## src/rtl/core/qse_pkg.sv

```systemverilog
// qse_pkg: shared constants, beat types, controller states and the
// command/status structs of the quicksort engine. No dependencies.
package qse_pkg;

    localparam int DEPTH  = 32;
    localparam int DATA_W = 32;
    localparam int IDX_W  = $clog2(DEPTH);
    localparam int CNT_W  = IDX_W + 1;

    typedef struct packed {
        logic signed [DATA_W-1:0] value;
        logic                     is_last;
    } in_beat_t;

    typedef struct packed {
        logic signed [DATA_W-1:0] sorted_value;
        logic                     end_of_set;
    } out_beat_t;

    typedef struct packed {
        logic [IDX_W-1:0] lo;
        logic [IDX_W-1:0] hi;
    } span_t;

    typedef enum logic [3:0] {
        ST_LOAD,
        ST_SETUP,
        ST_POP,
        ST_RANGE,
        ST_PIVOT,
        ST_SCAN_RD,
        ST_SCAN_CMP,
        ST_SCAN_SWP,
        ST_FIN_RD,
        ST_FIN_WR1,
        ST_FIN_WR2,
        ST_PUSH_LO,
        ST_PUSH_HI,
        ST_EMIT_RD,
        ST_EMIT_WAIT
    } state_t;

    typedef struct packed {
        logic load_wr;
        logic start;
        logic pop;
        logic range_ld;
        logic pivot_ld;
        logic scan_rd;
        logic swap_lo;
        logic swap_hi;
        logic scan_skip;
        logic fin_rd;
        logic fin_wr_lo;
        logic fin_wr_mid;
        logic push_left;
        logic push_right;
        logic emit_start;
        logic emit_rd;
        logic emit_ld;
    } cmd_t;

    typedef struct packed {
        logic in_end;
        logic stack_empty;
        logic scan_done;
        logic less;
        logic emit_last;
        logic out_free;
    } sts_t;

endpackage

```

## src/rtl/core/quicksort_engine.sv

```systemverilog
// quicksort_engine: loads up to DEPTH signed words, sorts them by quicksort, emits them.
// Load: one beat per cycle. Sort: each range is partitioned about its first entry as pivot,
// scanning its other entries and swapping those less than the pivot; the first result beat
// follows the last partition. Emit: per beat a registered store read, then the output
// register once it is free (empty or m_ready); a beat is read only after the one before it is loaded.
// Reset (aresetn low, synchronous) returns to loading with an empty set; store not cleared.
module quicksort_engine (
    input  logic               aclk,
    input  logic               aresetn,
    input  logic               s_valid,
    output logic               s_ready,
    input  qse_pkg::in_beat_t  s_data,
    output logic               m_valid,
    input  logic               m_ready,
    output qse_pkg::out_beat_t m_data
);
    import qse_pkg::*;

    cmd_t cmd;
    sts_t sts;

    qse_ctrl u_ctrl (
        .aclk    (aclk),
        .aresetn (aresetn),
        .s_valid (s_valid),
        .s_ready (s_ready),
        .sts     (sts),
        .cmd     (cmd)
    );

    qse_dpath u_dpath (
        .aclk    (aclk),
        .aresetn (aresetn),
        .s_data  (s_data),
        .cmd     (cmd),
        .sts     (sts),
        .m_valid (m_valid),
        .m_ready (m_ready),
        .m_data  (m_data)
    );

`ifndef NO_ASSERTIONS
    a_last_stops_load: assert property (@(posedge aclk) disable iff (!aresetn)
        (s_valid && s_ready && s_data.is_last) |=> !s_ready)
        else $error("load continued after last beat");

    a_load_after_emit: assert property (@(posedge aclk) disable iff (!aresetn)
        $rose(s_ready) |-> $past(cmd.emit_ld && sts.emit_last))
        else $error("returned to load without final beat");

    a_end_marked: assert property (@(posedge aclk) disable iff (!aresetn)
        (cmd.emit_ld && sts.emit_last) |=> (m_valid && m_data.end_of_set))
        else $error("final beat not marked");
`endif

endmodule

```

## src/rtl/core/qse_ctrl.sv

```systemverilog
// qse_ctrl: sequencer of the quicksort engine (load, partition, emit).
// Depends on qse_pkg; drives commands into qse_dpath, reads its status.
module qse_ctrl (
    input  logic          aclk,
    input  logic          aresetn,
    input  logic          s_valid,
    output logic          s_ready,
    input  qse_pkg::sts_t sts,
    output qse_pkg::cmd_t cmd
);
    import qse_pkg::*;

    state_t state_reg, state_next;

    always_ff @(posedge aclk) begin
        if (!aresetn) begin
            state_reg <= ST_LOAD;
        end else begin
            state_reg <= state_next;
        end
    end

    always_comb begin
        state_next = state_reg;
        cmd        = '0;
        s_ready    = (state_reg == ST_LOAD);
        case (state_reg)
            ST_LOAD: begin
                if (s_valid) begin
                    cmd.load_wr = 1'b1;
                    if (sts.in_end) begin
                        state_next = ST_SETUP;
                    end
                end
            end
            ST_SETUP: begin
                cmd.start  = 1'b1;
                state_next = ST_POP;
            end
            ST_POP: begin
                if (sts.stack_empty) begin
                    cmd.emit_start = 1'b1;
                    state_next     = ST_EMIT_RD;
                end else begin
                    cmd.pop    = 1'b1;
                    state_next = ST_RANGE;
                end
            end
            ST_RANGE: begin
                cmd.range_ld = 1'b1;
                state_next   = ST_PIVOT;
            end
            ST_PIVOT: begin
                cmd.pivot_ld = 1'b1;
                state_next   = ST_SCAN_RD;
            end
            ST_SCAN_RD: begin
                if (sts.scan_done) begin
                    state_next = ST_FIN_RD;
                end else begin
                    cmd.scan_rd = 1'b1;
                    state_next  = ST_SCAN_CMP;
                end
            end
            ST_SCAN_CMP: begin
                if (sts.less) begin
                    cmd.swap_lo = 1'b1;
                    state_next  = ST_SCAN_SWP;
                end else begin
                    cmd.scan_skip = 1'b1;
                    state_next    = ST_SCAN_RD;
                end
            end
            ST_SCAN_SWP: begin
                cmd.swap_hi = 1'b1;
                state_next  = ST_SCAN_RD;
            end
            ST_FIN_RD: begin
                cmd.fin_rd = 1'b1;
                state_next = ST_FIN_WR1;
            end
            ST_FIN_WR1: begin
                cmd.fin_wr_lo = 1'b1;
                state_next    = ST_FIN_WR2;
            end
            ST_FIN_WR2: begin
                cmd.fin_wr_mid = 1'b1;
                state_next     = ST_PUSH_LO;
            end
            ST_PUSH_LO: begin
                cmd.push_left = 1'b1;
                state_next    = ST_PUSH_HI;
            end
            ST_PUSH_HI: begin
                cmd.push_right = 1'b1;
                state_next     = ST_POP;
            end
            ST_EMIT_RD: begin
                cmd.emit_rd = 1'b1;
                state_next  = ST_EMIT_WAIT;
            end
            ST_EMIT_WAIT: begin
                if (sts.out_free) begin
                    cmd.emit_ld = 1'b1;
                    state_next  = sts.emit_last ? ST_LOAD : ST_EMIT_RD;
                end
            end
            default: begin
                state_next = ST_LOAD;
            end
        endcase
    end

endmodule

```

## src/rtl/core/qse_dpath.sv

```systemverilog
// qse_dpath: element store, range stack, partition pointers and output register.
// Depends on qse_pkg; executes commands from qse_ctrl.
module qse_dpath (
    input  logic              aclk,
    input  logic              aresetn,
    input  qse_pkg::in_beat_t s_data,
    input  qse_pkg::cmd_t     cmd,
    output qse_pkg::sts_t     sts,
    output logic              m_valid,
    input  logic              m_ready,
    output qse_pkg::out_beat_t m_data
);
    import qse_pkg::*;

    logic [DATA_W-1:0] elem_mem [DEPTH];
    span_t             stk_mem  [DEPTH];

    logic [IDX_W-1:0]         count_reg;
    logic [CNT_W-1:0]         n_reg;
    logic [CNT_W-1:0]         top_reg;
    span_t                    stk_rd_reg;
    logic [IDX_W-1:0]         lo_reg;
    logic [IDX_W-1:0]         hi_reg;
    logic [IDX_W-1:0]         b_reg;
    logic [CNT_W-1:0]         s_reg;
    logic [IDX_W-1:0]         k_reg;
    logic signed [DATA_W-1:0] pivot_reg;
    logic signed [DATA_W-1:0] rd_a_reg;
    logic signed [DATA_W-1:0] rd_b_reg;
    logic                     m_valid_reg;
    out_beat_t                m_data_reg;

    logic              we;
    logic [IDX_W-1:0]  waddr;
    logic [DATA_W-1:0] wdata;
    logic              re_a;
    logic [IDX_W-1:0]  raddr_a;
    logic              re_b;
    logic [IDX_W-1:0]  raddr_b;
    logic [IDX_W-1:0]  b_inc;
    logic [IDX_W-1:0]  s_idx;

    logic              stk_we;
    span_t             stk_wdata;
    logic              stk_room;
    logic              left_ok;
    logic              right_ok;

    assign b_inc    = b_reg + IDX_W'(1);
    assign s_idx    = s_reg[IDX_W-1:0];
    assign stk_room = (top_reg < CNT_W'(DEPTH));
    assign left_ok  = ({1'b0, b_reg} > ({1'b0, lo_reg} + CNT_W'(1)));
    assign right_ok = (({1'b0, b_reg} + CNT_W'(1)) < {1'b0, hi_reg});

    assign sts.in_end      = s_data.is_last || (count_reg == IDX_W'(DEPTH - 1));
    assign sts.stack_empty = (top_reg == '0);
    assign sts.scan_done   = (s_reg > {1'b0, hi_reg});
    assign sts.less        = (rd_a_reg < pivot_reg);
    assign sts.emit_last   = ({1'b0, k_reg} == (n_reg - CNT_W'(1)));
    assign sts.out_free    = !m_valid_reg || m_ready;

    assign m_valid = m_valid_reg;
    assign m_data  = m_data_reg;

    // element store port selection
    always_comb begin
        we      = 1'b0;
        waddr   = count_reg;
        wdata   = s_data.value;
        re_a    = 1'b0;
        raddr_a = s_idx;
        re_b    = 1'b0;
        raddr_b = b_inc;
        if (cmd.load_wr) begin
            we = 1'b1;
        end
        if (cmd.swap_lo) begin
            we    = 1'b1;
            waddr = b_inc;
            wdata = rd_a_reg;
        end
        if (cmd.swap_hi) begin
            we    = 1'b1;
            waddr = s_idx;
            wdata = rd_b_reg;
        end
        if (cmd.fin_wr_lo) begin
            we    = 1'b1;
            waddr = lo_reg;
            wdata = rd_b_reg;
        end
        if (cmd.fin_wr_mid) begin
            we    = 1'b1;
            waddr = b_reg;
            wdata = pivot_reg;
        end
        if (cmd.range_ld) begin
            re_a    = 1'b1;
            raddr_a = stk_rd_reg.lo;
        end
        if (cmd.scan_rd) begin
            re_a = 1'b1;
            re_b = 1'b1;
        end
        if (cmd.fin_rd) begin
            re_b    = 1'b1;
            raddr_b = b_reg;
        end
        if (cmd.emit_rd) begin
            re_a    = 1'b1;
            raddr_a = k_reg;
        end
    end

    always_ff @(posedge aclk) begin
        if (we) begin
            elem_mem[waddr] <= wdata;
        end
        if (re_a) begin
            rd_a_reg <= elem_mem[raddr_a];
        end
        if (re_b) begin
            rd_b_reg <= elem_mem[raddr_b];
        end
    end

    // range stack
    always_comb begin
        stk_we    = 1'b0;
        stk_wdata = '{lo: '0, hi: n_reg[IDX_W-1:0] - IDX_W'(1)};
        if (cmd.start) begin
            stk_we = (n_reg > CNT_W'(1));
        end
        if (cmd.push_left) begin
            stk_we    = left_ok && stk_room;
            stk_wdata = '{lo: lo_reg, hi: b_reg - IDX_W'(1)};
        end
        if (cmd.push_right) begin
            stk_we    = right_ok && stk_room;
            stk_wdata = '{lo: b_inc, hi: hi_reg};
        end
    end

    always_ff @(posedge aclk) begin
        if (stk_we) begin
            stk_mem[top_reg[IDX_W-1:0]] <= stk_wdata;
        end
        if (cmd.pop) begin
            stk_rd_reg <= stk_mem[top_reg[IDX_W-1:0] - IDX_W'(1)];
        end
    end

    always_ff @(posedge aclk) begin
        if (!aresetn) begin
            count_reg   <= '0;
            n_reg       <= '0;
            top_reg     <= '0;
            b_reg       <= '0;
            s_reg       <= '0;
            k_reg       <= '0;
            m_valid_reg <= 1'b0;
        end else begin
            if (cmd.load_wr) begin
                if (sts.in_end) begin
                    count_reg <= '0;
                    n_reg     <= {1'b0, count_reg} + CNT_W'(1);
                end else begin
                    count_reg <= count_reg + IDX_W'(1);
                end
            end
            if (stk_we) begin
                top_reg <= top_reg + CNT_W'(1);
            end else if (cmd.pop) begin
                top_reg <= top_reg - CNT_W'(1);
            end
            if (cmd.pivot_ld) begin
                b_reg <= lo_reg;
                s_reg <= {1'b0, lo_reg} + CNT_W'(1);
            end
            if (cmd.scan_skip) begin
                s_reg <= s_reg + CNT_W'(1);
            end
            if (cmd.swap_hi) begin
                b_reg <= b_inc;
                s_reg <= s_reg + CNT_W'(1);
            end
            if (cmd.emit_start) begin
                k_reg <= '0;
            end else if (cmd.emit_ld) begin
                k_reg <= k_reg + IDX_W'(1);
            end
            if (cmd.emit_ld) begin
                m_valid_reg <= 1'b1;
            end else if (m_ready) begin
                m_valid_reg <= 1'b0;
            end
        end
    end

    always_ff @(posedge aclk) begin
        if (cmd.range_ld) begin
            lo_reg <= stk_rd_reg.lo;
            hi_reg <= stk_rd_reg.hi;
        end
        if (cmd.pivot_ld) begin
            pivot_reg <= rd_a_reg;
        end
        if (cmd.emit_ld) begin
            m_data_reg.sorted_value <= rd_a_reg;
            m_data_reg.end_of_set   <= sts.emit_last;
        end
    end

endmodule
```

## config.mk

```make
export PLATFORM = sky130hd
export DESIGN_NAME = quicksort_engine
export DESIGN_NICKNAME = d
export VERILOG_FILES = /design/src/rtl/core/qse_pkg.sv /design/src/rtl/core/quicksort_engine.sv /design/src/rtl/core/qse_ctrl.sv /design/src/rtl/core/qse_dpath.sv
export SDC_FILE = /design/constraint.sdc
export NUM_CORES = 2
export LEC_CHECK = 0
export BUFFER_PORTS_ARGS = -buffer_cell sky130_fd_sc_hd__clkbuf_2
export CAP_MARGIN = 15
export CORE_MARGIN = 3
export CORE_UTILIZATION = 55
export CTS_CLUSTER_DIAMETER = 200
export DETAILED_ROUTE_END_ITERATION = 12
export GPL_ROUTABILITY_DRIVEN = 0
export GPL_TIMING_DRIVEN = 0
export PLACE_DENSITY = 0.8
export SYNTH_ARGS = -nofsm -noshare
export SYNTH_HDL_FRONTEND = slang
export SYNTH_SLANG_ARGS = --single-unit
```

## constraint.sdc

```tcl
create_clock -name aclk -period 7.8 [get_ports aclk]
set_input_delay 0.39 -clock aclk [delete_from_list [all_inputs] [get_ports aclk]]
set_output_delay 0.39 -clock aclk [all_outputs]
set_load 0.005 [all_outputs]
```

Word-level counts from Yosys, hierarchy flattened
Memories as Yosys holds them, arrays and structs flattened. A register that Yosys moved wholly into a read port is not among the register bits. Cells that the tools add are included.

Bits in registers: 113. Latch bits: 0. Memory bits (writable): 1344. ROM bits: 0. Bits of input ports: 37. Output and inout port bits: 35. Word-level logic and storage cells: 142. Memories: 2.

$add $sub $neg: 13. Multipliers: 0. Divide/modulo/power cells: 0. Order comparisons: 6. Eq/ne operators: 19. Shift-type cells: 0. Mux-type cells: 72. Bitwise logic cells: 1. Reductions and logical operators: 16.

Memory list: u_dpath.elem_mem (depth 32, width 32, rd ports 2, clocked after memory_dff 2, write ports 1, line qse_dpath.sv:15) `logic [DATA_W-1:0] elem_mem [DEPTH];`; u_dpath.stk_mem (depth 32, width 10, rd ports 1, clocked after memory_dff 1, write ports 1, line qse_dpath.sv:16) `span_t stk_mem [DEPTH];`.

Operators by type and width (count): 32-bit 2-to-1 mux (4); 4-bit case mux with 13 select lines (1); 5-bit 2-to-1 mux (10); 1-bit 2-to-1 mux (43); 32-bit less-than comparator (1); 6-bit 2-to-1 mux (5); 4-bit == test (second input constant) (7); 4-bit 2-to-1 mux (6); 10-bit 2-to-1 mux (2); 5-bit by 1-bit adder with 6-bit output (second input constant) (3); 4-bit by 3-bit == test with 1-bit output (second input constant) (4); 5-bit by 1-bit adder with 5-bit output (second input constant) (3); 5-bit by 1-bit subtractor with 5-bit output (second input constant) (3); 6-bit by 1-bit adder with 6-bit output (second input constant) (2); 6-bit by 1-bit subtractor with 6-bit output (second input constant) (2); 4-bit by 2-bit == test with 1-bit output (second input constant) (2); 5-bit by 6-bit == test with 1-bit output (1); 5-bit by 6-bit greater-than comparator with 1-bit output (1); 6-bit by 1-bit greater-than comparator with 1-bit output (second input constant) (1); 6-bit by 5-bit greater-than comparator with 1-bit output (1); 6-bit zero test (1); 6-bit by 5-bit less-than comparator with 1-bit output (1); 6-bit less-than comparator (second input constant) (1); 2-bit nonzero test (3); 14 further kinds (19).

Longest topological paths before layout
Word-level depth: 9. Depth in mapped cells: 18. Gate-level depth less buffers: 18.

By module
A second synthesis with hierarchy kept.

Cells, all modules: 4464. Area, all modules: 70078.5 µm².

Modules (own cells, without submodules): qse_dpath (times used 1, cells each 4396, area an instance 69636.8 µm², sequential area each 45513.7 µm²); qse_ctrl (times used 1, cells each 68, area an instance 441.7 µm², sequential area each 80.1 µm²).

Worst setup path after synthesis
No wires, ideal clock.

Path kind: reg-to-reg. From: register u_dpath.rd_a_reg[31] (read register of u_dpath.elem_mem). To: memory u_dpath.elem_mem[13][0], enable pin. Library setup time: 0.501 ns. Arrival: 5.625 ns. Required time: 7.299 ns. Setup slack: 1.673 ns. Stages on the path, launching flop included: 11. Buffers on the path: 0. Period minus slack after synthesis: 6.127 ns. Cells stage by stage: edfxtp_1 -> ha_1 -> nand4_1 -> nor4_1 -> a221oi_1 -> and2_1 -> o22ai_2 -> a21oi_1 -> o31ai_1 -> o21ai_0 -> nor4_1.

Longest elaborated chain between the ends: 9.

Ends and longest elaborated chain: start, declared (line qse_dpath.sv:28) `logic signed [DATA_W-1:0] rd_a_reg;`; 32-bit less-than comparator * (line qse_dpath.sv:58) `assign sts.less = (rd_a_reg < pivot_reg);`; 1-bit 2-to-1 mux * (line qse_ctrl.sv:66) `if (sts.less) begin`; 1-bit 2-to-1 mux * (line qse_ctrl.sv:27) `case (state_reg)`; 1-bit 2-to-1 mux (line qse_dpath.sv:77) `if (cmd.swap_lo) begin`; 1-bit 2-to-1 mux (line qse_dpath.sv:82) `if (cmd.swap_hi) begin`; 1-bit 2-to-1 mux (line qse_dpath.sv:87) `if (cmd.fin_wr_lo) begin`; 1-bit 2-to-1 mux (line qse_dpath.sv:92) `if (cmd.fin_wr_mid) begin`; 1-bit 2-to-1 mux (line qse_dpath.sv:116) `if (we) begin`; 1-bit 2-to-1 mux (not written as such) (line qse_dpath.sv:117) `elem_mem[waddr] <= wdata;`; end, declared (line qse_dpath.sv:15).

Mark *: on every way between the ends. The rest lies on a longest branch, timed or not.

Worst setup path after layout
From: register u_dpath.rd_a_reg[31] (read register of u_dpath.elem_mem). To: memory u_dpath.elem_mem[15][10], enable pin.

Same word-level chain as after synthesis.

==> results.txt <==
The flow ran to the end, and the final reports show no timing, DRC or antenna violations. In the synthesized netlist, the cells that appear most often are 1493 x sky130_fd_sc_hd__edfxtp_1, 676 x sky130_fd_sc_hd__mux4_2, 180 x sky130_fd_sc_hd__nor2_1, 133 x sky130_fd_sc_hd__a21oi_1, 120 x sky130_fd_sc_hd__clkbuf_1. The share of the core filled with cells in the final layout is 63.6%, and the final net count is 4030.

Across the VDD grid, the largest voltage drop is 300 uV. Summing internal, switching and leakage power gives 26.9 mW. In this run, the number of DRC markers left after iteration 0 of detailed routing was 6445. For the worst-skew pair, the clock arrives at the later sink with an insertion delay of 0.82 ns. For this run, the leading register cell type out of synthesis is sky130_fd_sc_hd__edfxtp_1. Yosys mapped the design onto 68 distinct sky130hd cell types. In this run the critical register-to-register path is launched from u_dpath.rd_a_reg[31]$_DFFE_PP_. The sequential standard cell area was 0.0456 mm2. Summed over all layers, the routed wires come to 201 mm.

Ratio of final minimum period to clock period: 82.9%. The critical path goes through ha_1 -> nand4_1 -> nor4_1 -> a221oi_1 -> and2_1 -> o22ai_2 -> nand2_1 -> o2bb2a_1 -> nand2b_1 -> nor3_2 -> buf_6 -> buf_6. The via count normalized by instance count was 7.19. Critical-path cell with the highest stage delay: sky130_fd_sc_hd__nor3_2. After synthesis, the share of flip-flops with an asynchronous set or reset is 0%.

Setup violations remaining at the end of the flow were counted as 0. At the pin with the least slew margin, the transition time is 1.42 ns. The worst setup path is captured at a flop. The start-to-end type of the worst setup path was reg -> reg.

The tools report the post-synth design cell area as 0.0693 mm2. The number of enable-type register cells in the synthesized netlist is 1493, and the count of boundary I/O pins is 72. Counting stages on the worst path, the most repeated cell is sky130_fd_sc_hd__buf_6. In this run the mean area of a mapped cell was 19.6 um2.

The maximum operating frequency was 155 MHz; the overall track demand over capacity in global routing was 30.9%. Launch point of the worst hold path: s_data[14]. Most common cell in the synthesized netlist: sky130_fd_sc_hd__edfxtp_1. Post-CTS timing repair inserted 0 buffers for setup. The hold violation count in the final report is 0, and the clock-pin transition on the worst setup and hold timing paths is 0.06 ns. The logs give 0 for the count of unresolved DRC violations after routing and 3 for the number of buffers between clock root and the deepest sink.

Before antenna repair, the detailed router went through 6 iterations. CTS built an H-tree with a depth of 4. Clock skew on the completed layout was measured at 0.0527 ns. The type of the worst min-delay path is in -> reg.

The cell accounting for the most synthesized area was sky130_fd_sc_hd__edfxtp_1. After global routing the overflow that remains totals 0. The finished layout holds 5694 standard cells, fillers aside. Number of slew-limit violations in the final report: 0. For the initial core utilization, the log shows 55.7%. The die covers 0.130 mm2. For the worst setup path, the data required time is 8.30 ns.

On the worst path, the slowest cell contributes a delay of 0.91 ns. The wire-length estimate of the detail-placed layout is 138 mm. The post-synthesis net count is 3636, and the total of flip-flops plus latches after synthesis is 1531. The run gives 4.84% as the relative slew slack. The post-route minimum period is 6.47 ns. For this design the ratio of total power to cell area is 339 mW/mm2. TritonCTS built the clock tree. The post-synthesis to final-layout area growth works out to 14.2%. The initialized floorplan defines 129 standard-cell rows. The flip-flop count of the largest register, all copies and words added came out at 1024. The critical path launch point type was a flop.

The tool flagged a number of max-cap violations equal to 0. Data on the critical path arrives at its endpoint at 6.97 ns. In the synthesized netlist, the number of instances is 3536. The depth of the worst hold-timing path is 4, and the initial antenna violation count is 6.

In this run the biggest area consumer among cell types represents 64.7% of the synthesized area. The core region area is 0.124 mm2, and the largest fanout on the critical path is 10. For the number of warnings printed during yosys synthesis, the log shows 0. The fraction of layout cells with a size suffix above 1 came out at 34.5%. Counting cells, the worst reg-to-reg path comes to 12. Buffers placed on the I/O ports in this run total 71. The detailed router placed 40957 vias in this run. The logs give 5398 for the instance count after placement with tap cells included and 1531 for the clock sink count. The root buffer cell chosen for the clock tree is sky130_fd_sc_hd__clkbuf_16. The number of global-route vias before repair is 41021, and the CTS buffer count is 154.

The multi-input combinational cell area was 0.0228 mm2. Sequential cells were found to cover 65.8% of the synthesized design area. The worst min-delay path endpoint was u_dpath.elem_mem[5][13]$_DFFE_PP_.

For the leakage power total, the log shows 25.5 nW. In this run the vertical extent of the chip is 361 um. The global-route wire length before repair is 287 mm. Setup repair after global routing left no endpoint under its margin. In this run the critical register-to-register path is captured at u_dpath.elem_mem[15][10]$_DFFE_PP_. In the final routed layout, each cell accounts on average for 35.3 um. By area the synthesized netlist is led by sky130_fd_sc_hd__edfxtp_1 65%, sky130_fd_sc_hd__mux4_2 22%, sky130_fd_sc_hd__mux2_2 1.8%, sky130_fd_sc_hd__mux2i_1 1.6%, sky130_fd_sc_hd__ha_1 1.1%. The filler cells instantiated in the layout total 7925. Entering global routing, the biggest net connects 33 pins.

In this run the register-to-register setup slack is 1.33 ns. The count of antenna-violating nets left after detailed routing was 0; the horizontal extent of the die was 361 um.
## layout make-up
cell class | instances | share of cell area (%)
Sequential cell | 1531 | 57.6
Multi-Input combinational cell | 1717 | 28.8
Buffer | 231 | 1.31
Inverter | 57 | 0.272
Tap cell | 1637 | 2.59
Antenna cell | 3 | 0.00948
Clock inverter | 85 | 1.15
Clock buffer | 195 | 5.10
Timing Repair Buffer | 238 | 3.16
## cells in the final DEF (no fill, tap or decap), types with 8 or more instances in the layout
master / count
sky130_fd_sc_hd__buf_4: 44
sky130_fd_sc_hd__buf_6: 87
sky130_fd_sc_hd__nand2_1: 93
sky130_fd_sc_hd__o211ai_1: 36
sky130_fd_sc_hd__xor2_1: 12
sky130_fd_sc_hd__mux2i_1: 109
sky130_fd_sc_hd__clkbuf_2: 71
sky130_fd_sc_hd__ha_1: 62
sky130_fd_sc_hd__a21oi_2: 30
sky130_fd_sc_hd__clkbuf_1: 159
sky130_fd_sc_hd__buf_1: 28
sky130_fd_sc_hd__xnor2_1: 20
sky130_fd_sc_hd__nor3_1: 16
sky130_fd_sc_hd__nor2b_1: 9
sky130_fd_sc_hd__mux4_2: 676
sky130_fd_sc_hd__a21oi_1: 103
sky130_fd_sc_hd__o22a_1: 32
sky130_fd_sc_hd__nand4_1: 8
sky130_fd_sc_hd__inv_1: 54
sky130_fd_sc_hd__edfxtp_1: 1493
sky130_fd_sc_hd__o21ai_1: 29
sky130_fd_sc_hd__nor2_4: 8
sky130_fd_sc_hd__mux2_2: 108
sky130_fd_sc_hd__nor2_1: 172
sky130_fd_sc_hd__bufinv_16: 12
sky130_fd_sc_hd__clkinv_1: 33
sky130_fd_sc_hd__buf_16: 8
sky130_fd_sc_hd__o21ai_0: 34
sky130_fd_sc_hd__dfxtp_1: 38
sky130_fd_sc_hd__nand2b_1: 14
sky130_fd_sc_hd__clkbuf_16: 156
sky130_fd_sc_hd__clkinv_2: 25
sky130_fd_sc_hd__nor3_2: 23
sky130_fd_sc_hd__buf_8: 40
sky130_fd_sc_hd__buf_2: 59
sky130_fd_sc_hd__nand3_1: 18
## routing by layer
metal	vias up	global-route usage, %	wire length, um
met4	12	17.7	13600
met2	3553	49.3	96800
met5	-	0.0363	97
met3	738	8.70	25400
li1	15743	-	-
met1	20911	38.3	65000
## how the worst max path moves through the flow
stage                                   startpoint                                 end  slack, ns
global placement    u_dpath.rd_a_reg[15]$_DFFE_PP_  u_dpath.elem_mem[13][13]$_DFFE_PP_      -4.09
detailed placement  u_dpath.rd_a_reg[31]$_DFFE_PP_   u_dpath.elem_mem[22][8]$_DFFE_PP_       1.64
CTS                 u_dpath.rd_a_reg[31]$_DFFE_PP_  u_dpath.elem_mem[22][12]$_DFFE_PP_       1.58
global route        u_dpath.rd_a_reg[31]$_DFFE_PP_  u_dpath.elem_mem[22][12]$_DFFE_PP_       1.39
finish              u_dpath.rd_a_reg[31]$_DFFE_PP_  u_dpath.elem_mem[15][10]$_DFFE_PP_       1.33
floorplan           u_dpath.rd_a_reg[31]$_DFFE_PP_   u_dpath.elem_mem[13][0]$_DFFE_PP_       1.67
## cell families after synthesis
kind of cell / after synthesis / synth area share (%)
and+or+nand+nor: 398 / 2.56
DFF: 1531 / 65.8
adders and majority gates: 63 / 1.15
AOI/OAI and AO/OA: 329 / 2.97
muxes: 893 / 25.3
xor gates and xnor gates: 34 / 0.430
buffers and inverters: 288 / 1.81
## critical path: cells and delay by family, from the launching register on
kind,cells,cell delay (ns)
fa+ha+maj,1,0.52
buf+inv,2,0.48
simple gates,6,3.23
compound gates,3,1.38
flops,1,0.53
## metrics by stage
stage	setup slack, ns	hold WS (ns)	setup TNS [ns]	instance area, um2
global route	1.39	0.255	0	79200
finish	1.33	0.238	0	79200
detailed placement	1.64	0.408	0	74000
global placement	-4.09	0.407	-1729.86	71700
CTS	1.58	0.186	0	79000
floorplan	1.67	0.400	0	69300
## power breakdown
part / switching [mW] / internal [mW] / total, mW
Sequential: 0.187 / 9.70 / 9.88
Combinational: 5.33 / 4.30 / 9.63
Clock: 3.23 / 4.10 / 7.34
## repair_timing
action,4_1_cts,5_1_grt
resized for setup,0,0
hold buffers,4,0
endpoints found under the setup margin,0,0
hold endpoints to repair,10,0
Power figures use the tool's default switching activity.
